<file path="config.mk">
export PLATFORM = sky130hd
export DESIGN_NAME = vrp_divider
export DESIGN_NICKNAME = d
export VERILOG_FILES = /design/src/hw/rtl/vrp_pkg.sv /design/src/hw/rtl/vrp_divider.sv
export SDC_FILE = /design/constraint.sdc
export NUM_CORES = 2
export LEC_CHECK = 0
export BUFFER_PORTS_ARGS = -buffer_cell sky130_fd_sc_hd__buf_2
export CAP_MARGIN = 20
export CORE_MARGIN = 2
export CORE_UTILIZATION = 55
export CTS_CLUSTER_SIZE = 8
export DETAILED_ROUTE_END_ITERATION = 8
export PLACE_DENSITY = 0.76
export SETUP_SLACK_MARGIN = 0.3
export SLEW_MARGIN = 10
export SYNTH_ARGS = -nofsm -noshare
export SYNTH_HDL_FRONTEND = slang
export SYNTH_SLANG_ARGS = --single-unit
</file>
<file path="constraint.sdc">
create_clock -name clk -period 4 [get_ports clk]
set_input_delay 0.4 -clock clk [delete_from_list [all_inputs] [get_ports clk]]
set_output_delay 0.4 -clock clk [all_outputs]
set_load 0.02 [all_outputs]
</file>
<file path="src/hw/rtl/vrp_pkg.sv">
// ============================================================================
// vrp_pkg: shared definitions for the vertex rotate and project core
// Holds default widths, register indexes and reset values, the quarter-wave
// sine table and the sideband struct that rides along the divider pipeline.
// ============================================================================
package vrp_pkg;

  // Default widths.
  localparam int COORD_WIDTH_DEF = 16;
  localparam int TRIG_FRAC_DEF   = 14;
  localparam int TABLE_FRAC      = 14;

  // Angle handling, in whole degrees.
  localparam int ANGLE_W     = 9;
  localparam int ANGLE_STEPS = 360;
  localparam int QUARTER     = 90;
  localparam int HALF        = 180;
  localparam int THREE_Q     = 270;
  localparam int TIDX_W      = 7;

  // Configuration port.
  localparam int CFG_W     = 12;
  localparam int REG_IDX_W = 2;
  localparam logic [REG_IDX_W-1:0] REG_FOCAL  = 2'd0;
  localparam logic [REG_IDX_W-1:0] REG_DEPTH  = 2'd1;
  localparam logic [REG_IDX_W-1:0] REG_CENTER_X = 2'd2;
  localparam logic [REG_IDX_W-1:0] REG_CENTER_Y = 2'd3;

  localparam logic [CFG_W-1:0] FOCAL_RST    = 12'd100;
  localparam logic [CFG_W-1:0] DEPTH_RST    = 12'd750;
  localparam logic [CFG_W-1:0] CENTER_X_RST = 12'd400;
  localparam logic [CFG_W-1:0] CENTER_Y_RST = 12'd225;

  // Per-beat flags carried alongside the divider stages.
  typedef struct packed {
    logic neg_x;
    logic neg_y;
    logic dzero;
    logic last;
  } div_side_t;

  // First quarter of round(sin * 2^14), whole degrees 0 to 90.
  function automatic logic [TABLE_FRAC:0] quarter_sine(input logic [TIDX_W-1:0] idx);
    logic [TABLE_FRAC:0] v;
    case (idx)
      7'd0: v = 15'd0;      7'd1: v = 15'd286;    7'd2: v = 15'd572;
      7'd3: v = 15'd857;    7'd4: v = 15'd1143;   7'd5: v = 15'd1428;
      7'd6: v = 15'd1713;   7'd7: v = 15'd1997;   7'd8: v = 15'd2280;
      7'd9: v = 15'd2563;   7'd10: v = 15'd2845;  7'd11: v = 15'd3126;
      7'd12: v = 15'd3406;  7'd13: v = 15'd3686;  7'd14: v = 15'd3964;
      7'd15: v = 15'd4240;  7'd16: v = 15'd4516;  7'd17: v = 15'd4790;
      7'd18: v = 15'd5063;  7'd19: v = 15'd5334;  7'd20: v = 15'd5604;
      7'd21: v = 15'd5872;  7'd22: v = 15'd6138;  7'd23: v = 15'd6402;
      7'd24: v = 15'd6664;  7'd25: v = 15'd6924;  7'd26: v = 15'd7182;
      7'd27: v = 15'd7438;  7'd28: v = 15'd7692;  7'd29: v = 15'd7943;
      7'd30: v = 15'd8192;  7'd31: v = 15'd8438;  7'd32: v = 15'd8682;
      7'd33: v = 15'd8923;  7'd34: v = 15'd9162;  7'd35: v = 15'd9397;
      7'd36: v = 15'd9630;  7'd37: v = 15'd9860;  7'd38: v = 15'd10087;
      7'd39: v = 15'd10311; 7'd40: v = 15'd10531; 7'd41: v = 15'd10749;
      7'd42: v = 15'd10963; 7'd43: v = 15'd11174; 7'd44: v = 15'd11381;
      7'd45: v = 15'd11585; 7'd46: v = 15'd11786; 7'd47: v = 15'd11982;
      7'd48: v = 15'd12176; 7'd49: v = 15'd12365; 7'd50: v = 15'd12551;
      7'd51: v = 15'd12733; 7'd52: v = 15'd12911; 7'd53: v = 15'd13085;
      7'd54: v = 15'd13255; 7'd55: v = 15'd13421; 7'd56: v = 15'd13583;
      7'd57: v = 15'd13741; 7'd58: v = 15'd13894; 7'd59: v = 15'd14044;
      7'd60: v = 15'd14189; 7'd61: v = 15'd14330; 7'd62: v = 15'd14466;
      7'd63: v = 15'd14598; 7'd64: v = 15'd14726; 7'd65: v = 15'd14849;
      7'd66: v = 15'd14968; 7'd67: v = 15'd15082; 7'd68: v = 15'd15191;
      7'd69: v = 15'd15296; 7'd70: v = 15'd15396; 7'd71: v = 15'd15491;
      7'd72: v = 15'd15582; 7'd73: v = 15'd15668; 7'd74: v = 15'd15749;
      7'd75: v = 15'd15826; 7'd76: v = 15'd15897; 7'd77: v = 15'd15964;
      7'd78: v = 15'd16026; 7'd79: v = 15'd16083; 7'd80: v = 15'd16135;
      7'd81: v = 15'd16182; 7'd82: v = 15'd16225; 7'd83: v = 15'd16262;
      7'd84: v = 15'd16294; 7'd85: v = 15'd16322; 7'd86: v = 15'd16344;
      7'd87: v = 15'd16362; 7'd88: v = 15'd16374; 7'd89: v = 15'd16382;
      7'd90: v = 15'd16384;
      default: v = 15'd0;
    endcase
    return v;
  endfunction

endpackage

</file>
<file path="src/hw/rtl/vrp_divider.sv">
// ============================================================================
// vrp_divider: pipelined restoring divider, two dividends, one divisor
// One quotient bit per stage for both dividends; a new beat may enter
// every cycle.
// ============================================================================
module vrp_divider #(
  parameter int NB = 28,
  parameter int DB = 17
) (
  input  logic               clk,
  input  logic               rst,
  input  logic               in_valid,
  input  logic [NB-1:0]      num_a,
  input  logic [NB-1:0]      num_b,
  input  logic [DB-1:0]      dvs,
  input  vrp_pkg::div_side_t in_side,
  output logic               out_valid,
  output logic [NB-1:0]      quo_a,
  output logic [NB-1:0]      quo_b,
  output vrp_pkg::div_side_t out_side
);

  // Stage registers; index k holds the beat after k quotient bits.
  logic [DB-1:0]      rem_a [1:NB];
  logic [DB-1:0]      rem_b [1:NB];
  logic [NB-1:0]      nq_a  [1:NB];
  logic [NB-1:0]      nq_b  [1:NB];
  logic [DB-1:0]      dv    [1:NB];
  vrp_pkg::div_side_t sd    [1:NB];
  logic               vld   [1:NB];

  for (genvar k = 0; k < NB; k++) begin : g_stage
    logic [DB-1:0]      ra, rb, dc;
    logic [NB-1:0]      qa, qb;
    vrp_pkg::div_side_t sc;
    logic               vc;
    logic [DB:0]        ta, tb, da, db;
    logic               ga, gb;

    // Beat entering this stage.
    if (k == 0) begin : g_first
      assign ra = '0;
      assign rb = '0;
      assign qa = num_a;
      assign qb = num_b;
      assign dc = dvs;
      assign sc = in_side;
      assign vc = in_valid;
    end else begin : g_next
      assign ra = rem_a[k];
      assign rb = rem_b[k];
      assign qa = nq_a[k];
      assign qb = nq_b[k];
      assign dc = dv[k];
      assign sc = sd[k];
      assign vc = vld[k];
    end

    // Shift in the next dividend bit and try the subtraction.
    always_comb begin
      ta = {ra, qa[NB-1]};
      tb = {rb, qb[NB-1]};
      ga = (ta >= {1'b0, dc});
      gb = (tb >= {1'b0, dc});
      da = ta - {1'b0, dc};
      db = tb - {1'b0, dc};
    end

    always_ff @(posedge clk) begin
      rem_a[k+1] <= ga ? da[DB-1:0] : ta[DB-1:0];
      rem_b[k+1] <= gb ? db[DB-1:0] : tb[DB-1:0];
      nq_a[k+1]  <= {qa[NB-2:0], ga};
      nq_b[k+1]  <= {qb[NB-2:0], gb};
      dv[k+1]    <= dc;
      sd[k+1]    <= sc;
    end

    always_ff @(posedge clk) begin
      if (rst) begin
        vld[k+1] <= 1'b0;
      end else begin
        vld[k+1] <= vc;
      end
    end
  end

  assign out_valid = vld[NB];
  assign quo_a     = nq_a[NB];
  assign quo_b     = nq_b[NB];
  assign out_side  = sd[NB];

endmodule

</file>
==> impl_metrics.ini <==
[synthesis]
synth_edf_count = 0
synthesis.area_sq_um = 115000
async_flop_share = 0
synth_cell_type_count = 89
synth_seq_cells = 3085
synth_seq_area_share = 0.536
synthFlopType = dfxtp_1
netlist_instances = 10804
syn_area_per_cell_sq_um = 10.7
syn_nets = 11858
ys_warn_count = 0

[final_layout]
drive_above_1_share = 0.0972
design_area_sq_um = 131000
nets = 12420
synthToLayoutAreaGrowth_pct = 14.1

[critical_path]
cp_top_family = compound AO/OA/AOI/OAI gates
path_class = reg -> reg
critPathRequiredTime_ps = 4850
startpoint = dv[1][17]
path_cells = ha_1 > inv_1 > fa_1 > a21o_1 > a221oi_2 > o221ai_1 > a21oi_1 > nor3_1 > a2111oi_4 > buf_4 > mux2_2
max_stage_delay_ps = 460
path_max_fanout = 33
crit_buf_inv = 2
r2r_start = dv[1][17]
arrival_ps = 4300
endpoint_kind = flip-flop
crit_path_start_kind = flip-flop
worst_path_max_delay_cell = dfxtp_1

[global_routing]
grt_usage = 0.252
grt_max_degree = 35
grt_pass1_vias = 78178
grt_overflow_total = 0
antenna_found_initial = 5
grt_pass1_wl_mm = 426

[clock_network]
clkSinkCount = 3085
numCtsBuffers = 436
cts_max_level = 5
clockRootBuffer = clkbuf_16
path_clk_slew_ps = 50
max-clock-path-buffers = 4
cts_tree = done
clk_latency_ps = 990

[hold_path]
hp-start = num_b[2]
hp-class = in -> reg

[timing]
slew_viol_final = 0
worst_pin_slew_ps = 1040
hold_viol_final = 0
setup-violations-final = 0
period_needed_ps = 3450
hold_ws_ps = 70.8
rsz0062_at_grt = no
clock_skew_ps = 91.8
fin_crit_sh = 0.862
slew-limit-headroom = 0.308
fmax_ghz = 0.290
setup_tns_ps = 0

[placed_design]
dp.final_hpwl_mm = 201
gp_congestion = 0.930
io_buffers = 140
placedInstanceArea_sq_um = 119000

[route]
postRouteAntennaNets = 0
drc = 0
drt_iter0_markers = 5850
wl_mm = 272
vias_per_cell = 5.51
vias = 78112
wl_per_cell_um = 19.2
drt_first_pass_iters = 8

[die]
io_pins = 141
dieHeight_um = 462
core_sq_um = 207000
die_x_um = 462
design.die.area_sq_um = 213000
std_cell_rows = 167
initial_core_util = 0.555

[power_and_ir_drop]
irDropWorstVdd_mv = 0.553
p_leak_nw = 59.4
power.density_nw_per_um2 = 793

[run]
maxCapViolations = 0

[status]
status = finished, final reports clean
## metal layers
| layer | track usage | vias to the layer above | share of wire |
|---|---|---|---|
| li1 | - | 38580 | - |
| met1 | 0.328 | 36979 | 0.45 |
| met2 | 0.430 | 2024 | 0.48 |
| met3 | 0.0361 | 527 | 0.044 |
| met4 | 0.0803 | 2 | 0.029 |
| met5 | 0 | - | 0.000048 |
## cell usage after synthesis, types with 84 or more instances
library cell,instances,area [sq um]
xnor2_1,388,3400
clkbuf_1,127,477
dfxtp_1,3085,61800
o21a_1,186,1400
mux2_2,359,4040
nand3_1,88,440
a31oi_1,84,526
a21oi_1,652,3260
nand2b_1,108,676
xor2_1,282,2470
ha_1,922,11500
inv_1,767,2880
nand2_1,735,2760
o21ai_0,681,3410
nor2b_1,145,907
nand4_1,135,845
a21o_1,389,2920
o21bai_1,100,751
nor3_1,141,706
nor2_1,492,1850
## sequential cells by signal, indices dropped and copies added, names as in the netlist
| signal | cells |
|---|---|
| dv | 459 |
| nq_b | 784 |
| nq_a | 784 |
| vld | 28 |
| sd | 112 |
| rem_b | 459 |
| rem_a | 459 |
## cells in the final DEF, fill, tap and decap left out, types with 20 or more instances in the layout
cell type      Yosys  routed
a211o_1           36      36
a211oi_1          66      66
a21boi_0          44      44
a21o_1           389     389
a21oi_1          652     647
a31oi_1           84      83
and2_1            35      36
and3_1            33      33
and4_1            21      21
buf_2             36     140
buf_4              2      65
clkbuf_16          0     443
dfxtp_1         3085    3085
dlygate4sd3_1      0      89
fa_1              52      52
ha_1             922     922
inv_1            767     767
mux2_2           359     359
mux2i_1           56      56
nand2_1          735     735
nand2b_1         108     108
nand3_1           88      88
nand4_1          135     135
nor2_1           492     492
nor2b_1          145     145
nor3_1           141     141
nor4_1            47      47
o2111ai_1         25      25
o211a_1           23      23
o211ai_1          24      24
o21a_1           186     183
o21ai_0          681     681
o21bai_1         100     100
o22ai_1           29      29
o31a_1            20      20
o31ai_1           70      70
or3_1             25      25
xnor2_1          388     388
xor2_1           282     282
## area by class of cell
cell class,count,area (sq um)
fillers,16432,76100
flip-flops and latches,3085,61800
multi-input cells,6778,49900
clock buffers,451,11100
well taps,2788,3490
inverters,768,2880
repair buffers,297,2140
clock inverters,5,97.6
diodes,1,2.50
## timing repair
item,CTS,global route
resized for setup,0,5
setup endpoints to repair,0,29
buffers inserted,0,0
hold buffers,89,0
endpoints found under the hold margin,123,0
## cells by family (layout without fill, tap and decap cells)
logic type / count (synthesis) / in the layout / share of synthesized area
AO/OA/AOI/OAI: 2632 / 2632 / 0.146
XOR/XNOR: 670 / 670 / 0.0510
adder cells (fa/ha/maj): 974 / 974 / 0.109
buffers and inverters: 941 / 1521 / 0.0313
flip-flops: 3085 / 3085 / 0.536
multiplexers: 416 / 416 / 0.0401
other: 0 / 1 / 0
AND/OR/NAND/NOR: 2086 / 2086 / 0.0859
## final timing paths
check,depth (start not counted),slack [ps],endpoint
worst max-delay path,11,550,rem_b[1][35]
worst min-delay path,2,70,nq_b[0][31]
worst max register to register,11,550,rem_b[1][35]
worst min register to register,0,250,sd[0][58]
## power by group
part | leakage, nW | switching, mW | internal (mW)
combinational | 28.1 | 18.3 | 14.5
clock | 5.53 | 12.1 | 19.2
sequential | 25.7 | 3.57 | 36.6
total | 59.4 | 33.9 | 70.3
## worst reg2reg max path: stages, from the launching register on
cell,delay (ps)
dfxtp_1,460
ha_1,190
inv_1,50
fa_1,400
a21o_1,200
a221oi_2,360
o221ai_1,320
a21oi_1,240
nor3_1,110
a2111oi_4,310
buf_4,340
mux2_2,390
## through the flow
step	util	std cells	total power [mW]	setup slack, ps
5_1_grt	0.633	14173	110	307
3_3_place_gp	0.575	13627	72.3	548
2_1_floorplan	-	10804	64.0	928
3_5_place_dp	0.575	13627	72.8	439
4_1_cts	0.633	14172	105	426
6_report	0.633	14173	104	553
Note: power is estimated with default switching activity, not from simulation.
