--- config.mk ---
export PLATFORM = sky130hd
export DESIGN_NAME = vrp_rotate
export DESIGN_NICKNAME = d
export VERILOG_FILES = /design/src/hw/rtl/vrp_pkg.sv /design/src/hw/rtl/vrp_rotate.sv
export SDC_FILE = /design/constraint.sdc
export NUM_CORES = 2
export LEC_CHECK = 0
export ABC_AREA = 1
export BUFFER_PORTS_ARGS = -buffer_cell sky130_fd_sc_hd__buf_2
export CAP_MARGIN = 40
export CORE_UTILIZATION = 45
export DETAILED_ROUTE_END_ITERATION = 6
export GPL_TIMING_DRIVEN = 0
export PLACE_DENSITY_LB_ADDON = 0.1
export SLEW_MARGIN = 20
export SYNTH_ARGS = -nofsm -noshare
export SYNTH_HDL_FRONTEND = slang
export SYNTH_SLANG_ARGS = --single-unit
--- constraint.sdc ---
create_clock -name clk -period 7.9 [get_ports clk]
set_clock_uncertainty 0.1 [all_clocks]
set_input_delay 0 -clock clk [delete_from_list [all_inputs] [get_ports clk]]
set_output_delay 0 -clock clk [all_outputs]
set_load 0.02 [all_outputs]
--- src/hw/rtl/vrp_pkg.sv ---
// ============================================================================
// vrp_pkg: shared definitions for the vertex rotate and project core
// Holds default widths, register indexes and reset values, the quarter-wave
// sine table and the sideband struct that rides along the divider pipeline.
// ============================================================================
package vrp_pkg;

  // Default widths.
  localparam int COORD_WIDTH_DEF = 16;
  localparam int TRIG_FRAC_DEF   = 14;
  localparam int TABLE_FRAC      = 14;

  // Angle handling, in whole degrees.
  localparam int ANGLE_W     = 9;
  localparam int ANGLE_STEPS = 360;
  localparam int QUARTER     = 90;
  localparam int HALF        = 180;
  localparam int THREE_Q     = 270;
  localparam int TIDX_W      = 7;

  // Configuration port.
  localparam int CFG_W     = 12;
  localparam int REG_IDX_W = 2;
  localparam logic [REG_IDX_W-1:0] REG_FOCAL  = 2'd0;
  localparam logic [REG_IDX_W-1:0] REG_DEPTH  = 2'd1;
  localparam logic [REG_IDX_W-1:0] REG_CENTER_X = 2'd2;
  localparam logic [REG_IDX_W-1:0] REG_CENTER_Y = 2'd3;

  localparam logic [CFG_W-1:0] FOCAL_RST    = 12'd100;
  localparam logic [CFG_W-1:0] DEPTH_RST    = 12'd750;
  localparam logic [CFG_W-1:0] CENTER_X_RST = 12'd400;
  localparam logic [CFG_W-1:0] CENTER_Y_RST = 12'd225;

  // Per-beat flags carried alongside the divider stages.
  typedef struct packed {
    logic neg_x;
    logic neg_y;
    logic dzero;
    logic last;
  } div_side_t;

  // First quarter of round(sin * 2^14), whole degrees 0 to 90.
  function automatic logic [TABLE_FRAC:0] quarter_sine(input logic [TIDX_W-1:0] idx);
    logic [TABLE_FRAC:0] v;
    case (idx)
      7'd0: v = 15'd0;      7'd1: v = 15'd286;    7'd2: v = 15'd572;
      7'd3: v = 15'd857;    7'd4: v = 15'd1143;   7'd5: v = 15'd1428;
      7'd6: v = 15'd1713;   7'd7: v = 15'd1997;   7'd8: v = 15'd2280;
      7'd9: v = 15'd2563;   7'd10: v = 15'd2845;  7'd11: v = 15'd3126;
      7'd12: v = 15'd3406;  7'd13: v = 15'd3686;  7'd14: v = 15'd3964;
      7'd15: v = 15'd4240;  7'd16: v = 15'd4516;  7'd17: v = 15'd4790;
      7'd18: v = 15'd5063;  7'd19: v = 15'd5334;  7'd20: v = 15'd5604;
      7'd21: v = 15'd5872;  7'd22: v = 15'd6138;  7'd23: v = 15'd6402;
      7'd24: v = 15'd6664;  7'd25: v = 15'd6924;  7'd26: v = 15'd7182;
      7'd27: v = 15'd7438;  7'd28: v = 15'd7692;  7'd29: v = 15'd7943;
      7'd30: v = 15'd8192;  7'd31: v = 15'd8438;  7'd32: v = 15'd8682;
      7'd33: v = 15'd8923;  7'd34: v = 15'd9162;  7'd35: v = 15'd9397;
      7'd36: v = 15'd9630;  7'd37: v = 15'd9860;  7'd38: v = 15'd10087;
      7'd39: v = 15'd10311; 7'd40: v = 15'd10531; 7'd41: v = 15'd10749;
      7'd42: v = 15'd10963; 7'd43: v = 15'd11174; 7'd44: v = 15'd11381;
      7'd45: v = 15'd11585; 7'd46: v = 15'd11786; 7'd47: v = 15'd11982;
      7'd48: v = 15'd12176; 7'd49: v = 15'd12365; 7'd50: v = 15'd12551;
      7'd51: v = 15'd12733; 7'd52: v = 15'd12911; 7'd53: v = 15'd13085;
      7'd54: v = 15'd13255; 7'd55: v = 15'd13421; 7'd56: v = 15'd13583;
      7'd57: v = 15'd13741; 7'd58: v = 15'd13894; 7'd59: v = 15'd14044;
      7'd60: v = 15'd14189; 7'd61: v = 15'd14330; 7'd62: v = 15'd14466;
      7'd63: v = 15'd14598; 7'd64: v = 15'd14726; 7'd65: v = 15'd14849;
      7'd66: v = 15'd14968; 7'd67: v = 15'd15082; 7'd68: v = 15'd15191;
      7'd69: v = 15'd15296; 7'd70: v = 15'd15396; 7'd71: v = 15'd15491;
      7'd72: v = 15'd15582; 7'd73: v = 15'd15668; 7'd74: v = 15'd15749;
      7'd75: v = 15'd15826; 7'd76: v = 15'd15897; 7'd77: v = 15'd15964;
      7'd78: v = 15'd16026; 7'd79: v = 15'd16083; 7'd80: v = 15'd16135;
      7'd81: v = 15'd16182; 7'd82: v = 15'd16225; 7'd83: v = 15'd16262;
      7'd84: v = 15'd16294; 7'd85: v = 15'd16322; 7'd86: v = 15'd16344;
      7'd87: v = 15'd16362; 7'd88: v = 15'd16374; 7'd89: v = 15'd16382;
      7'd90: v = 15'd16384;
      default: v = 15'd0;
    endcase
    return v;
  endfunction

endpackage

--- src/hw/rtl/vrp_rotate.sv ---
// ============================================================================
// vrp_rotate: rotation about the x axis and projection set-up
// Six register stages: angle folding, sine and cosine lookup, products,
// rotated sums, depth and numerator products, and magnitudes with signs.
// ============================================================================
module vrp_rotate #(
  parameter int COORD_WIDTH    = vrp_pkg::COORD_WIDTH_DEF,
  parameter int TRIG_FRAC_BITS = vrp_pkg::TRIG_FRAC_DEF,
  parameter int NB             = COORD_WIDTH + 12,
  parameter int DB             = ((COORD_WIDTH > 12) ? COORD_WIDTH : 12) + 1
) (
  input  logic                            clk,
  input  logic                            rst,
  input  logic                            in_valid,
  input  logic signed [COORD_WIDTH-1:0]   coord_x,
  input  logic signed [COORD_WIDTH-1:0]   coord_y,
  input  logic signed [COORD_WIDTH-1:0]   coord_z,
  input  logic [vrp_pkg::ANGLE_W-1:0]     angle_deg,
  input  logic                            last_in_frame,
  input  logic [vrp_pkg::CFG_W-1:0]       focal_dist,
  input  logic [vrp_pkg::CFG_W-1:0]       depth_offset,
  output logic                            out_valid,
  output logic [NB-1:0]                   num_x,
  output logic [NB-1:0]                   num_y,
  output logic [DB-1:0]                   dvs,
  output vrp_pkg::div_side_t              side
);

  localparam int W    = COORD_WIDTH;
  localparam int F    = TRIG_FRAC_BITS;
  localparam int TW   = F + 2;
  localparam int PW   = W + F + 2;
  localparam int RW   = W + 2;
  localparam int DW   = DB + 1;
  localparam int XW   = W + 13;
  localparam int ZW   = RW + 13;
  localparam int SH_L = (F >= vrp_pkg::TABLE_FRAC) ? F - vrp_pkg::TABLE_FRAC : 0;
  localparam int SH_R = (F >= vrp_pkg::TABLE_FRAC) ? 0 : vrp_pkg::TABLE_FRAC - F;
  localparam logic [20:0] RND = (21'd1 << SH_R) >> 1;
  localparam int AW   = vrp_pkg::ANGLE_W;
  localparam int TI   = vrp_pkg::TIDX_W;

  // Folds an angle in 0..359 onto the first quarter: {negate, index}.
  function automatic logic [TI:0] fold(input logic [AW-1:0] q);
    logic [AW-1:0] t;
    logic          n;
    if (q <= AW'(vrp_pkg::QUARTER)) begin
      t = q;
      n = 1'b0;
    end else if (q <= AW'(vrp_pkg::HALF)) begin
      t = AW'(vrp_pkg::HALF) - q;
      n = 1'b0;
    end else if (q <= AW'(vrp_pkg::THREE_Q)) begin
      t = q - AW'(vrp_pkg::HALF);
      n = 1'b1;
    end else begin
      t = AW'(vrp_pkg::ANGLE_STEPS) - q;
      n = 1'b1;
    end
    return {n, t[TI-1:0]};
  endfunction

  // Table value rescaled to F fraction bits, then signed.
  function automatic logic signed [TW-1:0] trig(input logic [TI:0] fi);
    logic [20:0]   m;
    logic [F:0]    mag;
    m   = {6'd0, vrp_pkg::quarter_sine(fi[TI-1:0])};
    m   = ((m + RND) >> SH_R) << SH_L;
    mag = m[F:0];
    return fi[TI] ? -$signed({1'b0, mag}) : $signed({1'b0, mag});
  endfunction

  // Stage 1: wrap the angle and fold sine and cosine angles.
  logic [AW-1:0]         ang_w;
  logic [AW:0]           cang;
  logic [AW-1:0]         cang_w;
  logic                  s1_valid, s1_last;
  logic [TI:0]           s1_sf, s1_cf;
  logic signed [W-1:0]   s1_x, s1_y, s1_z;

  always_comb begin
    ang_w  = (angle_deg >= AW'(vrp_pkg::ANGLE_STEPS)) ?
             angle_deg - AW'(vrp_pkg::ANGLE_STEPS) : angle_deg;
    cang   = {1'b0, ang_w} + (AW+1)'(vrp_pkg::QUARTER);
    cang_w = (cang >= (AW+1)'(vrp_pkg::ANGLE_STEPS)) ?
             AW'(cang - (AW+1)'(vrp_pkg::ANGLE_STEPS)) : cang[AW-1:0];
  end

  always_ff @(posedge clk) begin
    s1_sf   <= fold(ang_w);
    s1_cf   <= fold(cang_w);
    s1_x    <= coord_x;
    s1_y    <= coord_y;
    s1_z    <= coord_z;
    s1_last <= last_in_frame;
  end

  // Stage 2: sine and cosine lookup.
  logic                  s2_valid, s2_last;
  logic signed [TW-1:0]  s2_sin, s2_cos;
  logic signed [W-1:0]   s2_x, s2_y, s2_z;

  always_ff @(posedge clk) begin
    s2_sin  <= trig(s1_sf);
    s2_cos  <= trig(s1_cf);
    s2_x    <= s1_x;
    s2_y    <= s1_y;
    s2_z    <= s1_z;
    s2_last <= s1_last;
  end

  // Stage 3: the four rotation products.
  logic                  s3_valid, s3_last;
  logic signed [PW-1:0]  s3_yc, s3_zs, s3_ys, s3_zc;
  logic signed [W-1:0]   s3_x;

  always_ff @(posedge clk) begin
    s3_yc   <= s2_y * s2_cos;
    s3_zs   <= s2_z * s2_sin;
    s3_ys   <= s2_y * s2_sin;
    s3_zc   <= s2_z * s2_cos;
    s3_x    <= s2_x;
    s3_last <= s2_last;
  end

  // Stage 4: rotated sums, scaled down with truncation toward zero.
  logic signed [PW:0]    sum_y, sum_z, adj_y, adj_z;
  logic                  s4_valid, s4_last;
  logic signed [RW-1:0]  s4_ry, s4_rz;
  logic signed [W-1:0]   s4_x;

  always_comb begin
    sum_y = (PW+1)'(s3_yc) - (PW+1)'(s3_zs);
    sum_z = (PW+1)'(s3_ys) + (PW+1)'(s3_zc);
    adj_y = sum_y + $signed({{(PW+1-F){1'b0}}, {F{sum_y[PW]}}});
    adj_z = sum_z + $signed({{(PW+1-F){1'b0}}, {F{sum_z[PW]}}});
  end

  always_ff @(posedge clk) begin
    s4_ry   <= adj_y[F+RW-1:F];
    s4_rz   <= adj_z[F+RW-1:F];
    s4_x    <= s3_x;
    s4_last <= s3_last;
  end

  // Stage 5: shifted depth and the numerator products.
  logic                  s5_valid, s5_last;
  logic signed [DW-1:0]  s5_d;
  logic signed [XW-1:0]  s5_nx;
  logic signed [ZW-1:0]  s5_nz;
  logic signed [12:0]    f_s;

  assign f_s = $signed({1'b0, focal_dist});

  always_ff @(posedge clk) begin
    s5_d    <= DW'(s4_ry) + DW'(f_s) - DW'($signed({1'b0, depth_offset}));
    s5_nx   <= s4_x * f_s;
    s5_nz   <= s4_rz * f_s;
    s5_last <= s4_last;
  end

  // Stage 6: magnitudes for the unsigned divider and quotient signs.
  logic [XW-1:0] abs_x;
  logic [ZW-1:0] abs_z;
  logic [DW-1:0] abs_d;

  always_comb begin
    abs_x = s5_nx[XW-1] ? XW'(-s5_nx) : XW'(s5_nx);
    abs_z = s5_nz[ZW-1] ? ZW'(-s5_nz) : ZW'(s5_nz);
    abs_d = s5_d[DW-1] ? DW'(-s5_d) : DW'(s5_d);
  end

  always_ff @(posedge clk) begin
    num_x      <= abs_x[NB-1:0];
    num_y      <= abs_z[NB-1:0];
    dvs        <= abs_d[DB-1:0];
    side.neg_x <= s5_nx[XW-1] ^ s5_d[DW-1];
    side.neg_y <= s5_nz[ZW-1] ^ s5_d[DW-1];
    side.dzero <= (s5_d == '0);
    side.last  <= s5_last;
  end

  // Valid bits travel with the beat.
  always_ff @(posedge clk) begin
    if (rst) begin
      s1_valid  <= 1'b0;
      s2_valid  <= 1'b0;
      s3_valid  <= 1'b0;
      s4_valid  <= 1'b0;
      s5_valid  <= 1'b0;
      out_valid <= 1'b0;
    end else begin
      s1_valid  <= in_valid;
      s2_valid  <= s1_valid;
      s3_valid  <= s2_valid;
      s4_valid  <= s3_valid;
      s5_valid  <= s4_valid;
      out_valid <= s5_valid;
    end
  end

endmodule

==> impl_metrics.json <==
{
  "worstPathRequired_ps": 8380,
  "io_buffers": 151,
  "grt_usage_pct": 29.3,
  "cts_inserted_buffers": 61,
  "worst_skew_pair.late_latency_ps": 710,
  "timing_worst_setup_path_type": "reg -> reg",
  "syn_inst": 9463,
  "worstHoldPathType": "in -> reg",
  "sequential_to_total_area_share_from_yosys_stat_pct": 13.5,
  "layout_min_cycle_time_ps": 7620,
  "busiest_layer": "met2",
  "worst_ep_arrival_time_ps": 8090,
  "crit-reg2reg-launch": "s2_sin[7]",
  "layout_commonest_cell": "inv_1",
  "nNetsFinal": 12057,
  "fp.dieH_um": 416,
  "wire_length_of_the_first_global_routing_pass_um": 382000,
  "ant_nets": 0,
  "crit_buf_inv": 8,
  "max-slew-margin-rel_pct": 34.7,
  "gr-usage-met2_pct": 47.6,
  "layout_common_cells": "2601 x inv_1, 2131 x nand2_1, 1439 x fa_1",
  "routed_wire_length_per_instance_um": 20.2,
  "timing_max_transition_violations_final": 0,
  "synthesis.nets": 11609,
  "final_hold_viol_count": 0,
  "die_width_um": 416,
  "avgViaCountPerCell": 5.05,
  "cp_slowest_cell": "dfxtp_1",
  "synth_ff_type": "dfxtp_1",
  "cts-htree-levels": 2,
  "max_stage_delay_ps": 610,
  "pin_count_of_the_biggest_net_entering_global_routing": 20,
  "flops_latches_synth": 520,
  "worst_hold_path.endpoint": "s5_d[4]",
  "clock_tree_from_tritoncts": "done",
  "initial_core_util_pct": 45.4,
  "worst_setup_path_start_kind": "register",
  "rr_endpoint": "s3_ys[31]",
  "die-area_mm2": 0.173,
  "clock-sinks": 520,
  "asyncSetResetFlopFracSynth_pct": 0,
  "ioPinCount": 163,
  "worst_hold_slack_ps": 83.6,
  "post-cts-setup-buffers": 0,
  "gpl.final_weighted_congestion": 0.980,
  "worst_setup_path_end_kind": "register",
  "synth_enable_flop_cells": 0,
  "run_status": "complete, no violations",
  "cts.path.max_buffers": 3,
  "syn2layout_area_growth_pct": 11.0,
  "r2r_setup_slack_ps": 280,
  "cap_viol_max_count": 0,
  "cts.reportedPaths.clkPinSlew_ps": 60,
  "worst_path_dominant_cell_family": "adder cells",
  "dr_drc_count": 0,
  "max_freq_mhz": 131,
  "max_slew.worst_pin.slew_ps": 980,
  "first_global_vias": 64482,
  "distinct_cell_type_count_of_the_synthesized_netlist": 63,
  "fillers": 16793,
  "synth.yosys.warnings": 0,
  "drt_first_iter_violations": 4709,
  "grt-ovfl-total": 0,
  "core_area_mm2": 0.170,
  "min_path_cells": 6,
  "row_count": 151,
  "antenna_found_initial": 10,
  "setup_violation_total_in_the_final_timing_report": 0,
  "dp_hpwl_um": 210000,
  "min_from": "depth_offset[2]",
  "fin_crit_sh_pct": 96.4,
  "finalWirelength_um": 247000,
  "synth.cell_area_mm2": 0.0771,
  "grt_setup_unrepaired": "no",
  "router_iterations_before_antenna_repair": 6,
  "grt_util_met3_pct": 4.54,
  "post_synth.cell_area_avg_um2": 8.14,
  "met1_track_utilization_from_global_routing_pct": 38.4,
  "reg2regPathDepth": 27,
  "drive_gt1_share_pct": 5.69,
  "ctsRootBufferMaster": "clkbuf_16",
  "timing.critical_path.fanout_max": 8,
  "route.vias.total": 61507
}
cells by family after synthesis:
| logic type | after synthesis | share of synthesized area, % |
|---|---|---|
| compound gates | 732 | 5.30 |
| xor+xnor | 397 | 4.52 |
| fa+ha+maj | 2061 | 47.5 |
| buf+inv | 2938 | 14.4 |
| flops | 520 | 13.5 |
| simple gates | 2815 | 14.8 |
flip-flops by register name, summed over array words and instances, names as in the netlist, 17 cells and up, named ones only:
name,flops
dvs,17
num_x,28
num_y,28
s3_yc,32
s3_ys,32
s3_zc,32
s3_zs,32
s4_ry,18
s4_rz,18
s5_d,18
s5_nx,29
s5_nz,29
synthesized netlist by cell type, drive strengths merged (2+ instances only):
master / count / area [um^2]
fa: 1439 / 28800
inv: 2612 / 9810
a31oi: 23 / 144
or2: 11 / 68.8
and2: 3 / 18.8
nand3b: 6 / 45.0
nor2: 276 / 1060
nand2: 2174 / 8330
dfxtp: 520 / 10400
nor4: 16 / 100
buf: 25 / 178
nor3: 62 / 310
o21bai: 12 / 90.1
a21o: 11 / 82.6
o22ai: 9 / 56.3
a211oi: 10 / 75.1
and3: 3 / 18.8
nor3b: 5 / 37.5
xnor2: 142 / 1240
o221ai: 10 / 87.6
a21oi: 367 / 1870
a31o: 2 / 17.5
clkbuf: 297 / 1110
o2111ai: 4 / 35.0
xor2: 255 / 2240
ha: 622 / 7780
o21ai: 221 / 1120
o211ai: 26 / 195
o31ai: 13 / 111
nand3: 214 / 1110
o21a: 6 / 45.0
nand4: 45 / 282
a21boi: 5 / 37.5
o311ai: 4 / 35.0
clkinv: 4 / 20.0
how the worst max path moves through the flow:
stage | to | slack (ps) | start | cells after the start
finish | s3_ys[31] | 280 | s2_sin[7] | 27
global route | s3_zc[31] | 2 | s2_cos[7] | 26
CTS | s3_yc[30] | 70 | s2_cos[1] | 26
detailed placement | s3_zc[31] | -440 | s2_cos[1] | 26
global placement | s3_ys[28] | -600 | s2_sin[1] | 23
floorplan | s3_zc[31] | 1450 | s2_cos[1] | 26
area by class of cell:
type / count / area, um^2 / share of cell area, %
repair buffers: 385 / 3310 / 3.87
clock buffers: 81 / 1750 / 2.05
inverters: 2616 / 9830 / 11.5
diodes: 9 / 22.5 / 0.0263
flip-flops and latches: 520 / 10400 / 12.2
clock inverters: 32 / 455 / 0.532
plain buffers: 322 / 1390 / 1.62
multi-input cells: 6005 / 55600 / 65.0
well taps: 2218 / 2780 / 3.24
routing by layer:
metal,wire length (um),up-vias
li1,-,28464
met1,102000,30361
met2,113000,2178
met3,18000,500
met4,13000,4
met5,18,-
what timing repair did:
action	CTS	global route
pin swaps	0	1
gates resized for setup	38	98
hold endpoints to repair	73	0
hold buffers	130	0
setup endpoints to repair	10	14
metrics by stage:
| step | setup slack (ps) | instances | utilization, % | cell area, um^2 | TNS, ps |
|---|---|---|---|---|---|
| final | 283 | 12188 | 50.4 | 85500 | 0 |
| after global routing | 2.45 | 12179 | 50.4 | 85500 | 0 |
| after CTS | 67.8 | 12164 | 50.2 | 85200 | 0 |
| after detailed placement | -437 | 11921 | 48.1 | 81700 | -1750 |
| after global placement | -601 | 11832 | 47.5 | 80600 | -3480 |
| after floorplan | 1450 | 9463 | - | 77100 | 0 |
worst min-delay path, stage by stage:
cell and delay, ps:
buf_2 100, fa_1 160, inv_1 40, ha_1 320
a211oi_1 110, xnor2_1 130
Power is left out: the tool's default activity adds up to more than one toggle a clock period on the data nets, which glitch-free logic cannot reach.
