$ cat src/hw/rtl/vrp_pkg.sv
// ============================================================================
// vrp_pkg: shared definitions for the vertex rotate and project core
// Holds default widths, register indexes and reset values, the quarter-wave
// sine table and the sideband struct that rides along the divider pipeline.
// ============================================================================
package vrp_pkg;

  // Default widths.
  localparam int COORD_WIDTH_DEF = 16;
  localparam int TRIG_FRAC_DEF   = 14;
  localparam int TABLE_FRAC      = 14;

  // Angle handling, in whole degrees.
  localparam int ANGLE_W     = 9;
  localparam int ANGLE_STEPS = 360;
  localparam int QUARTER     = 90;
  localparam int HALF        = 180;
  localparam int THREE_Q     = 270;
  localparam int TIDX_W      = 7;

  // Configuration port.
  localparam int CFG_W     = 12;
  localparam int REG_IDX_W = 2;
  localparam logic [REG_IDX_W-1:0] REG_FOCAL  = 2'd0;
  localparam logic [REG_IDX_W-1:0] REG_DEPTH  = 2'd1;
  localparam logic [REG_IDX_W-1:0] REG_CENTER_X = 2'd2;
  localparam logic [REG_IDX_W-1:0] REG_CENTER_Y = 2'd3;

  localparam logic [CFG_W-1:0] FOCAL_RST    = 12'd100;
  localparam logic [CFG_W-1:0] DEPTH_RST    = 12'd750;
  localparam logic [CFG_W-1:0] CENTER_X_RST = 12'd400;
  localparam logic [CFG_W-1:0] CENTER_Y_RST = 12'd225;

  // Per-beat flags carried alongside the divider stages.
  typedef struct packed {
    logic neg_x;
    logic neg_y;
    logic dzero;
    logic last;
  } div_side_t;

  // First quarter of round(sin * 2^14), whole degrees 0 to 90.
  function automatic logic [TABLE_FRAC:0] quarter_sine(input logic [TIDX_W-1:0] idx);
    logic [TABLE_FRAC:0] v;
    case (idx)
      7'd0: v = 15'd0;      7'd1: v = 15'd286;    7'd2: v = 15'd572;
      7'd3: v = 15'd857;    7'd4: v = 15'd1143;   7'd5: v = 15'd1428;
      7'd6: v = 15'd1713;   7'd7: v = 15'd1997;   7'd8: v = 15'd2280;
      7'd9: v = 15'd2563;   7'd10: v = 15'd2845;  7'd11: v = 15'd3126;
      7'd12: v = 15'd3406;  7'd13: v = 15'd3686;  7'd14: v = 15'd3964;
      7'd15: v = 15'd4240;  7'd16: v = 15'd4516;  7'd17: v = 15'd4790;
      7'd18: v = 15'd5063;  7'd19: v = 15'd5334;  7'd20: v = 15'd5604;
      7'd21: v = 15'd5872;  7'd22: v = 15'd6138;  7'd23: v = 15'd6402;
      7'd24: v = 15'd6664;  7'd25: v = 15'd6924;  7'd26: v = 15'd7182;
      7'd27: v = 15'd7438;  7'd28: v = 15'd7692;  7'd29: v = 15'd7943;
      7'd30: v = 15'd8192;  7'd31: v = 15'd8438;  7'd32: v = 15'd8682;
      7'd33: v = 15'd8923;  7'd34: v = 15'd9162;  7'd35: v = 15'd9397;
      7'd36: v = 15'd9630;  7'd37: v = 15'd9860;  7'd38: v = 15'd10087;
      7'd39: v = 15'd10311; 7'd40: v = 15'd10531; 7'd41: v = 15'd10749;
      7'd42: v = 15'd10963; 7'd43: v = 15'd11174; 7'd44: v = 15'd11381;
      7'd45: v = 15'd11585; 7'd46: v = 15'd11786; 7'd47: v = 15'd11982;
      7'd48: v = 15'd12176; 7'd49: v = 15'd12365; 7'd50: v = 15'd12551;
      7'd51: v = 15'd12733; 7'd52: v = 15'd12911; 7'd53: v = 15'd13085;
      7'd54: v = 15'd13255; 7'd55: v = 15'd13421; 7'd56: v = 15'd13583;
      7'd57: v = 15'd13741; 7'd58: v = 15'd13894; 7'd59: v = 15'd14044;
      7'd60: v = 15'd14189; 7'd61: v = 15'd14330; 7'd62: v = 15'd14466;
      7'd63: v = 15'd14598; 7'd64: v = 15'd14726; 7'd65: v = 15'd14849;
      7'd66: v = 15'd14968; 7'd67: v = 15'd15082; 7'd68: v = 15'd15191;
      7'd69: v = 15'd15296; 7'd70: v = 15'd15396; 7'd71: v = 15'd15491;
      7'd72: v = 15'd15582; 7'd73: v = 15'd15668; 7'd74: v = 15'd15749;
      7'd75: v = 15'd15826; 7'd76: v = 15'd15897; 7'd77: v = 15'd15964;
      7'd78: v = 15'd16026; 7'd79: v = 15'd16083; 7'd80: v = 15'd16135;
      7'd81: v = 15'd16182; 7'd82: v = 15'd16225; 7'd83: v = 15'd16262;
      7'd84: v = 15'd16294; 7'd85: v = 15'd16322; 7'd86: v = 15'd16344;
      7'd87: v = 15'd16362; 7'd88: v = 15'd16374; 7'd89: v = 15'd16382;
      7'd90: v = 15'd16384;
      default: v = 15'd0;
    endcase
    return v;
  endfunction

endpackage

$ cat src/hw/rtl/vrp_output.sv
// ============================================================================
// vrp_output: sign, screen offset and saturation
// Restores the quotient signs, adds the screen center and clamps to the
// signed coordinate range; forces zero outputs on a zero divisor.
// ============================================================================
module vrp_output #(
  parameter int COORD_WIDTH = vrp_pkg::COORD_WIDTH_DEF,
  parameter int NB          = COORD_WIDTH + 12
) (
  input  logic                          clk,
  input  logic                          rst,
  input  logic                          in_valid,
  input  logic [NB-1:0]                 quo_x,
  input  logic [NB-1:0]                 quo_y,
  input  vrp_pkg::div_side_t            side,
  input  logic [vrp_pkg::CFG_W-1:0]     center_x,
  input  logic [vrp_pkg::CFG_W-1:0]     center_y,
  output logic                          done,
  output logic signed [COORD_WIDTH-1:0] screen_x,
  output logic signed [COORD_WIDTH-1:0] screen_y,
  output logic                          divide_error,
  output logic                          frame_end
);

  localparam int W  = COORD_WIDTH;
  localparam int SW = NB + 2;
  localparam logic signed [SW-1:0] MAXV = SW'((64'sd1 <<< (W - 1)) - 64'sd1);
  localparam logic signed [SW-1:0] MINV = -MAXV - SW'(1);

  logic signed [SW-1:0] sum_x, sum_y;
  logic signed [W-1:0]  sat_x, sat_y;

  // Signed quotient plus the screen center.
  always_comb begin
    sum_x = (side.neg_x ? -SW'($signed({1'b0, quo_x})) : SW'($signed({1'b0, quo_x})))
            + SW'($signed({1'b0, center_x}));
    sum_y = (side.neg_y ? -SW'($signed({1'b0, quo_y})) : SW'($signed({1'b0, quo_y})))
            + SW'($signed({1'b0, center_y}));
    sat_x = (sum_x > MAXV) ? MAXV[W-1:0] : (sum_x < MINV) ? MINV[W-1:0] : sum_x[W-1:0];
    sat_y = (sum_y > MAXV) ? MAXV[W-1:0] : (sum_y < MINV) ? MINV[W-1:0] : sum_y[W-1:0];
  end

  // Result beat strobe.
  always_ff @(posedge clk) begin
    if (rst) begin
      done <= 1'b0;
    end else begin
      done <= in_valid;
    end
  end

  // Result payload, zero outside a result beat.
  always_ff @(posedge clk) begin
    screen_x     <= (in_valid && !side.dzero) ? sat_x : '0;
    screen_y     <= (in_valid && !side.dzero) ? sat_y : '0;
    divide_error <= in_valid && side.dzero;
    frame_end    <= in_valid && side.last;
  end

endmodule

$ cat config.mk
export PLATFORM = sky130hd
export DESIGN_NAME = vrp_output
export DESIGN_NICKNAME = d
export VERILOG_FILES = /design/src/hw/rtl/vrp_pkg.sv /design/src/hw/rtl/vrp_output.sv
export SDC_FILE = /design/constraint.sdc
export NUM_CORES = 1
export LEC_CHECK = 0
export ABC_CLOCK_PERIOD_IN_PS = 6700
export BUFFER_PORTS_ARGS = -buffer_cell sky130_fd_sc_hd__buf_2
export CORE_UTILIZATION = 34
export CTS_CLUSTER_DIAMETER = 40
export DETAILED_ROUTE_END_ITERATION = 7
export GPL_ROUTABILITY_DRIVEN = 0
export SYNTH_ARGS = -nofsm -noshare
export SYNTH_HDL_FRONTEND = slang
export SYNTH_SLANG_ARGS = --single-unit
$ cat constraint.sdc
create_clock -name clk -period 6.7 [get_ports clk]
set_input_delay 1.34 -clock clk [delete_from_list [all_inputs] [get_ports clk]]
set_output_delay 1.34 -clock clk [all_outputs]
set_load 0.05 [all_outputs]
==> parameters.txt, run 1 <==
Parameter                              Value

Drt
  Post-detailed-route wirelength per cell    roughly 15 um
  Detailed router's first-iteration violation count    286
  Avg Vias per Cell    roughly 5.6
  Final Routed Wirelength    14.6 mm
  ANT nets after route    0
  1st-pass router iterations    5
  Post-detailed-route DRC marker count    0
  Overall via count from detail_route    between 5000 and 6000

Die
  Overall die area    approximately 16000 um2
  Die width    roughly 130 um
  Area of the core    roughly 15000 um2
  Die Height    126 um
  Row count    44
  Number of primary I/O pins    ~120
  Starting density of the core    35.3%

Timing
  Least-Margin Pin Slew    around 0.70 ns
  Total count of hold-check failures in the final report    0
  Post-route fraction of the period consumed by the critical path    between 80% and 90%
  Total negative setup slack    0 ns
  Tmin final    between 5 and 6 ns
  Max-slew headroom    between 50% and 60%
  Unrepaired setup endpoints after global routing    no
  Maximum operating frequency    0.182 GHz
  Count of pins over their slew limit    0
  Final setup viols    0

Synth
  Post-Synthesis Net Count    ~800
  Yosys warnings    0
  Cell count after synthesis    roughly 680
  Post-synthesis average cell area    between 7 and 8 um2
  Share of Yosys cell area claimed by the top area cell type    approximately 13%
  Post-synth design cell area    around 5200 um2
  Primary flip-flop cell chosen by synthesis mapping    dfxtp_1
  Number of unique standard cell types used by synthesis    85
  Most area-hungry cell type in the Yosys netlist    dfxtp_1
  Number of enable-type register cells in the synthesized netlist    0
  Number of storage elements in the synthesis netlist    35
  Cells taking the most area after synthesis    dfxtp_1 13%, xnor2_1 10%, ha_1 6.7%
  Post-synthesis sequential area ratio    a little over an eighth
  Post-synthesis async set-or-reset flop share    0%

Power and ir drop
  Pwr per Cell Area    approximately 160 nW/um2
  Leakage power    approximately 2.5 nW
  VDD IR-drop max    about 0.000077 V
  Final total power    approximately 990 uW

Layout
  Core occupancy in the finished layout    between 40% and 50%
  Fraction of layout cells with a size suffix above 1    around a quarter
  Net count of the finished layout    around 900
  Area grow syn2layout    16.7%
  Diode insertion count for antenna repair    0

Run
  MaxCap Viol Count    0

Placed design
  HPWL reported at the end of detailed placement    11.6 mm
  Number of buffer cells added on primary ports    between 100 and 150

Global routing
  Initial antenna violation count    0
  Number of global-route vias before repair    roughly 5000
  Largest net degree at the start of global routing    36
  GRT Total Usage    between 10% and 20%
  Grt ovf    0
  Global-route wire length before repair    around 24 mm

Clocking
  CTS tree    built
  Total CTS buffers    5
  Buffer cell driving the clock tree root    clkbuf_16
  Cts-stage hold buffer count    0
  Clock transition at the register clock pins on the worst setup and hold paths after CTS    roughly 0.060 ns
  Postcts setup bufs    0
  Maximum clock path buffer count    2
  Count of clock tree sinks    35
  Count of cells resized by post-cts repair    0
  H-Tree Depth    2

Worst setup path
  Top fanout value on the critical path    15
  Element type at the critical path end    flop
  Worst path required time    roughly 6.8 ns
  Arrival time reported for the critical path endpoint    5.63 ns
  Critical Setup Path Class    primary input to flop
  Element type at the critical path start    primary input

Min path
  Hold/Removal Path Class    primary input to flop

Run status
  Outcome    finished, final reports clean
Yosys cell counts, drive strengths merged (4+ instances only):
cell type and instances:
dfxtp 35, o211ai 5, nor3b 4, a21o 22, clkbuf 19, a31oi 10, o21ai 42, a31o 7
o41ai 10, a221oi 4, nand4b 5, nand2b 13, xnor2 61, inv 23, nor2 45, nand4 16
o21bai 4, o22ai 5, ha 28, xor2 33, buf 15, or2 6, and2 5, or4 13
nor3 23, nor2b 7, or3 12, nand3 21, nand2 51, and3 6, a211oi 6, o31ai 21
mux2i 4, nor4 22, a21oi 32
logic make-up after synthesis:
kind of cell / count (synthesis) / share of synthesized area (%)
buf+inv: 58 / 5.16
fa+ha+maj: 30 / 7.49
compound gates: 197 / 27.1
mux: 5 / 0.984
simple gates: 262 / 30.1
flops: 35 / 13.4
xor+xnor: 94 / 15.8
metal layers:
metal,up-vias,part of all wire [%],routed length [um],GRT usage [%]
li1,2768,-,-,-
met1,2474,47,6910,24.4
met2,157,47,6780,31.6
met3,8,5.3,771,2.68
met4,0,0.78,114,3.76
met5,-,0,0,0
cell usage in the layout, fill, tap and decap left out, types with 10 or more instances in the layout:
master,synthesis,final
a31oi_1,10,10
or4_1,12,12
xor2_1,33,33
o31ai_1,19,19
inv_1,23,23
nor2_1,45,45
nor4_1,14,14
dfxtp_1,35,35
nand4_1,14,14
buf_2,8,121
o21ai_0,30,30
a21o_1,22,22
nand2_1,49,49
nand3_1,18,18
nor3_1,19,19
or3_1,12,12
xnor2_1,61,61
ha_1,28,28
a21oi_1,32,32
nand2b_1,13,13
sequential cells by signal, summed over array words and instances (netlist names):
| signal | count |
|---|---|
| screen_x | 16 |
| divide_error | 1 |
| screen_y | 16 |
| frame_end | 1 |
| done | 1 |
stage by stage:
step / hold WS [ns] / worst slack [ns] / area, um2 / cells
final: 1.20 / 1.20 / 6090 / 966
after global routing: 1.21 / 0.548 / 6090 / 966
after CTS: 1.19 / 1.18 / 6090 / 966
after detailed placement: 1.50 / 0.888 / 5920 / 958
after global placement: 1.50 / 0.922 / 5920 / 958
after floorplan: 1.41 / 0.992 / 5220 / 681
power by group:
part / leakage (nW) / switching, mW / internal [mW]
Combinational: 2.16 / 0.305 / 0.182
Clock: 0.0804 / 0.0995 / 0.177
Sequential: 0.290 / 0.00437 / 0.225
layout make-up:
class | instances | area, um2
Clock buffer | 5 | 125
Clock inverter | 3 | 46.3
Fill cell | 1577 | 8670
Inverter | 24 | 90.1
Multi-Input combinational cell | 588 | 4250
Sequential cell | 35 | 701
Tap cell | 184 | 230
Timing Repair Buffer | 127 | 651
final timing paths:
kind,startpoint,endpoint,slack [ns],depth (start not counted)
setup / recovery,quo_x[5],screen_x[1],1.20,16
hold / removal,rst,done,1.20,2
worst max-delay path, cell delays in order:
cell       delay [ns]
buf_2            0.13
nor4_4           0.49
nand2_1          0.12
o41ai_1          0.32
xnor2_1          0.12
ha_1             0.39
and3_1           0.18
o2111a_1         0.17
o21ai_0          0.10
a21oi_1          0.57
nand4_2          0.33
nor4_1           0.35
nand4bb_1        0.15
o31a_1           0.16
o31ai_4          0.53
o21ai_1          0.17
No activity file was read; power rests on OpenSTA's default activity.
==> run 2: changes to the inputs <==
ABC_CLOCK_PERIOD_IN_PS = 5600   (was 6700)
clock period = 5.6 ns   (was 6.7 ns; I/O delays follow)
==> parameters.txt, run 2 (synthesized netlist as in run 1, its figures left out) <==
Parameter                              Value

Run status
  Outcome    finished, final reports clean

Die
  Row count    44
  Number of primary I/O pins    roughly 120
  Starting density of the core    a little over a third
  Overall die area    around 16000 um2
  Area of the core    approximately 15000 um2
  Die width    about 130 um
  Die Height    between 100 and 150 um

Worst setup path
  Bufs and invs on worst path    2
  CP top delay family    compound AO/OA/AOI/OAI gates
  Worst path required time    5.77 ns
  Top fanout value on the critical path    15
  Worst-path cell with the longest stage delay    or4b_2
  Element type at the critical path end    flop
  Crit-path cells    buf_2 -> inv_1 -> ha_1 -> nand2_1 -> o31ai_1 -> xnor2_1 -> ha_1 -> a21oi_1 -> nand2_1 -> or4b_2 -> a31o_2 -> nand4_1 -> nor3_1 -> a211oi_1 -> o22ai_1 -> o31a_1 -> a31o_2
  Arrival time reported for the critical path endpoint    5.33 ns
  Element type at the critical path start    primary input
  Max stage delay on crit path    just under 0.7 ns
  Critical Setup Path Class    primary input to flop

Timing
  Count of pins over their slew limit    0
  Tmin final    between 5 and 6 ns
  Maximum operating frequency    0.194 GHz
  Max-slew headroom    roughly 56%
  Hold Worst Slack    ~0.99 ns
  Unrepaired setup endpoints after global routing    no
  Post-route fraction of the period consumed by the critical path    between 90 and 100%
  Total count of hold-check failures in the final report    0
  Least-Margin Pin Slew    roughly 0.66 ns
  Final setup viols    0
  Total negative setup slack    0 ns

Global routing
  Number of global-route vias before repair    approximately 5000
  Largest net degree at the start of global routing    42
  Global-route wire length before repair    24.6 mm
  Initial antenna violation count    0
  GRT Total Usage    around a fifth
  Grt ovf    0

Clocking
  Count of clock tree sinks    35
  H-Tree Depth    2
  Buffer cell driving the clock tree root    clkbuf_16
  Count of cells resized by post-cts repair    0
  Total CTS buffers    5
  Clock transition at the register clock pins on the worst setup and hold paths after CTS    ~0.06 ns
  CTS tree    built
  Cts-stage hold buffer count    0
  Maximum clock path buffer count    2
  Postcts setup bufs    0

Power and ir drop
  Part of the power in combinational logic    48.9%
  VDD IR-drop max    around 0.00010 V
  Pwr per Cell Area    194 nW/um2
  Leakage power    roughly 2.6 nW
  Seq pwr share    23.2%
  Net Sw Power    478 uW
  Net switching fraction of the power    40.2%
  Clock group share of total power    27.9%
  Final total power    between 1 and 1.5 mW
  Internal power consumption    712 uW

Drt
  1st-pass router iterations    5
  Overall via count from detail_route    5373
  Final Routed Wirelength    between 10 and 15 mm
  Post-detailed-route wirelength per cell    ~15 um
  Avg Vias per Cell    approximately 5.5
  Post-detailed-route DRC marker count    0
  ANT nets after route    0
  Detailed router's first-iteration violation count    ~240

Layout
  Leading cell type in the layout, fill and taps excluded    buf_2
  Diode insertion count for antenna repair    0
  Net count of the finished layout    903
  Area grow syn2layout    17.6%
  Registers with the most flip-flops    screen_x: 16 flops, screen_y: 16 flops
  Fraction of layout cells with a size suffix above 1    a little under a quarter
  Final cell count without fillers    roughly 970
  Most frequent cells in the layout    121 x buf_2, 61 x xnor2_1, 49 x nand2_1, 45 x nor2_1, 35 x dfxtp_1

Min path
  HP Start    rst
  Hold/Removal Path Class    primary input to flop
  Hold Path End    done
  Hold Path Stages    2

Run
  MaxCap Viol Count    0

Placed design
  Cell count after placement    a little under 1000
  Number of buffer cells added on primary ports    121
  HPWL reported at the end of detailed placement    roughly 12 mm
[run 2: changes by cell type in the layout (fill, tap and decap cells not counted), sizes merged]
cell,change
buf,+5
clkbuf,+1
clkinvlp,-1
[run 2: per-layer routing]
metal	share of wire, %	wire, um	vias to the layer above	global-route usage, %
met1	49	7130	2428	26.1
met3	4.0	582	9	1.61
met5	0	0	-	0
li1	-	-	2790	-
met4	1.0	145	0	4.89
met2	46	6700	146	30.6
[run 2: cell type report]
class / count / area, um2
inverters: 24 / 90.1
clock inverters: 2 / 38.8
clock buffers: 6 / 139
flip-flops and latches: 35 / 701
repair buffers: 132 / 688
multi-input cells: 588 / 4250
fillers: 1529 / 8620
well taps: 184 / 230
[run 2: worst max path at each step]
stage,start,endpoint,slack [ns],depth (start not counted)
6_report,quo_y[1],screen_y[13],0.44,17
3_3_place_gp,quo_y[1],screen_y[13],0.27,16
5_1_grt,quo_y[1],screen_y[13],0.15,17
2_1_floorplan,side[3],screen_x[4],0.11,18
3_5_place_dp,quo_y[1],screen_y[13],0.27,17
4_1_cts,quo_y[1],screen_y[13],0.51,16
[run 2: power groups by stage]
stage          combinational, mW  clock, mW  sequential [mW]
2_1_floorplan              0.359          0            0.354
3_3_place_gp               0.581          0            0.282
3_5_place_dp               0.578          0            0.282
4_1_cts                    0.582      0.343            0.276
5_1_grt                    0.644      0.352            0.278
6_report                   0.582      0.333            0.276
[run 2: through the flow]
step,util (%),setup slack [ns],instance area [um2]
floorplan,-,0.112,5220
global placement,40.4,0.267,5950
detailed placement,40.4,0.269,5950
CTS,41.6,0.514,6130
global route,41.6,0.150,6130
finish,41.6,0.441,6130
==> run 3: changes to the inputs <==
--- a/config.mk
+++ b/config.mk
@@ -12,4 +12,5 @@
 export DETAILED_ROUTE_END_ITERATION = 7
 export GPL_ROUTABILITY_DRIVEN = 0
+export RECOVER_POWER = 50
 export SYNTH_ARGS = -nofsm -noshare
 export SYNTH_HDL_FRONTEND = slang
==> constraint.sdc (replaced) <==
create_clock -name clk -period 5.6 [get_ports clk]
set_input_delay 0 -clock clk [delete_from_list [all_inputs] [get_ports clk]]
set_output_delay 0 -clock clk [all_outputs]
set_load 0.05 [all_outputs]
==> parameters.txt, run 3 (synthesized netlist as in run 1, its figures left out) <==
Parameter                              Value

Worst setup path
  Worst path required time    5.73 ns
  Arrival time reported for the critical path endpoint    approximately 4.4 ns
  WP depth    16
  CP top delay family    compound AO/OA/AOI/OAI gates
  Most Frequent Cell on Critical Path    o21ai_0
  Worst-path cell with the longest stage delay    nor4_2
  Crit-path cells    buf_2 -> nor4_2 -> nand2_1 -> o41ai_1 -> xnor2_1 -> ha_1 -> and3_1 -> o2111a_1 -> o21ai_0 -> a21oi_1 -> nand4_2 -> nor4_1 -> nand4bb_1 -> o31a_1 -> o31ai_4 -> o21ai_0
  Max stage delay on crit path    approximately 0.67 ns
  Top fanout value on the critical path    15
  Critical Setup Path Class    primary input to flop
  Element type at the critical path start    primary input
  Bufs and invs on worst path    1
  Element type at the critical path end    flop

Drt
  Overall via count from detail_route    5426
  Total length of routed met2 wires    6.87 mm
  Met3 wire length    approximately 600 um
  Avg Vias per Cell    around 5.6
  Detailed router's first-iteration violation count    roughly 340
  Final Routed Wirelength    roughly 15 mm
  Routed met1 length    6.96 mm
  Post-detailed-route DRC marker count    0
  ANT nets after route    0
  Post-detailed-route wirelength per cell    around 15 um
  Highest routed layer    met4
  1st-pass router iterations    5

Clocking
  Count of cells resized by post-cts repair    0
  H-Tree Depth    2
  Buffer cell driving the clock tree root    clkbuf_16
  Clock transition at the register clock pins on the worst setup and hold paths after CTS    0.06 ns
  Total CTS buffers    5
  Count of clock tree sinks    35
  Maximum clock path buffer count    2
  CTS tree    built

Timing
  Post-route fraction of the period consumed by the critical path    between 70% and 80%
  Total count of hold-check failures in the final report    0
  Count of pins over their slew limit    0
  Total negative setup slack    0 ns
  Maximum operating frequency    around 0.23 GHz
  Crit path setup slack, layout    1.33 ns
  Least-Margin Pin Slew    a little over 0.7 ns
  Final setup viols    0
  Tmin final    between 4 and 5 ns
  Unrepaired setup endpoints after global routing    no
  Max-slew headroom    about half

Die
  Row count    between 40 and 50
  Number of primary I/O pins    122
  Area of the core    ~15000 um2
  Overall die area    15800 um2
  Die width    126 um
  Die Height    between 100 and 150 um
  Starting density of the core    about 35%

Placed design
  HPWL reported at the end of detailed placement    approximately 12 mm
  Setup slack after placement    1.04 ns
  Number of buffer cells added on primary ports    ~120

Min path
  Hold/Removal Path Class    primary input to flop
  Hold Path Stages    3
  Hold Path End    screen_y[0]
  HP Start    center_y[0]

Global routing
  Number of global-route vias before repair    roughly 5000
  Global-route wire length before repair    24.4 mm
  Largest net degree at the start of global routing    approximately 50
  Initial antenna violation count    0
  Grt ovf    0
  GRT Total Usage    18.4%

Layout
  Most frequent cells in the layout    86 x buf_2, 61 x xnor2_1, 49 x nand2_1, 45 x nor2_1
  Net count of the finished layout    between 900 and 1000
  Leading cell type in the layout, fill and taps excluded    buf_2
  Fraction of layout cells with a size suffix above 1    18.6%
  Diode insertion count for antenna repair    0
  Core occupancy in the finished layout    about two fifths
  Area grow syn2layout    16.5%
  Registers with the most flip-flops    screen_x: 16 flops, screen_y: 16 flops

Power and ir drop
  VDD IR-drop max    0.0000878 V
  Leakage power    2.41 nW
  Pwr per Cell Area    approximately 190 nW/um2

Run status
  Outcome    finished, final reports clean

Run
  MaxCap Viol Count    0
==> run 3: power breakdown <==
| group | internal (mW) | leakage (nW) | switching [mW] |
|---|---|---|---|
| Clock | 0.178 | 0.0731 | 0.110 |
| Sequential | 0.270 | 0.290 | 0.00535 |
| Combinational | 0.214 | 2.05 | 0.365 |
| Total | 0.661 | 2.41 | 0.480 |
==> run 3: repair_timing <==
item / 4_1_cts / 5_1_grt
hold endpoints to repair: 3 / 0
buffers inserted: 0 / 0
endpoints found under the setup margin: 0 / 0
hold buffers: 6 / 0
==> run 3: worst max path at each step <==
stage	from	endpoint	slack (ns)
floorplan	side[3]	screen_x[4]	1.23
global placement	quo_x[1]	screen_x[14]	1.15
detailed placement	quo_x[1]	screen_x[3]	1.04
CTS	quo_x[1]	screen_x[14]	1.32
global route	quo_x[1]	screen_x[14]	0.83
finish	quo_x[1]	screen_x[3]	1.33
==> run 3: routing by layer <==
metal / GRT usage, % / vias up
met5: 0 / -
met4: 4.04 / 0
met3: 1.44 / 8
met2: 31.5 / 155
met1: 25.2 / 2477
li1: - / 2786
==> run 3: through the flow <==
stage	instances	area (um2)	hold slack (ns)	power [mW]
after floorplan	681	5220	0.0716	0.712
after global placement	956	5900	0.156	0.861
after detailed placement	956	5900	0.163	0.859
after CTS	970	6120	0.0261	1.16
after global routing	970	6070	0.0465	1.22
final	970	6070	0.0331	1.14
==> run 3: cell type report <==
| type | instances | area, um2 |
|---|---|---|
| clock buffers | 6 | 139 |
| flip-flops and latches | 35 | 701 |
| inverters | 24 | 90.1 |
| well taps | 184 | 230 |
| repair buffers | 131 | 652 |
| clock inverters | 2 | 16.3 |
| multi-input cells | 588 | 4250 |
| fillers | 1565 | 8680 |
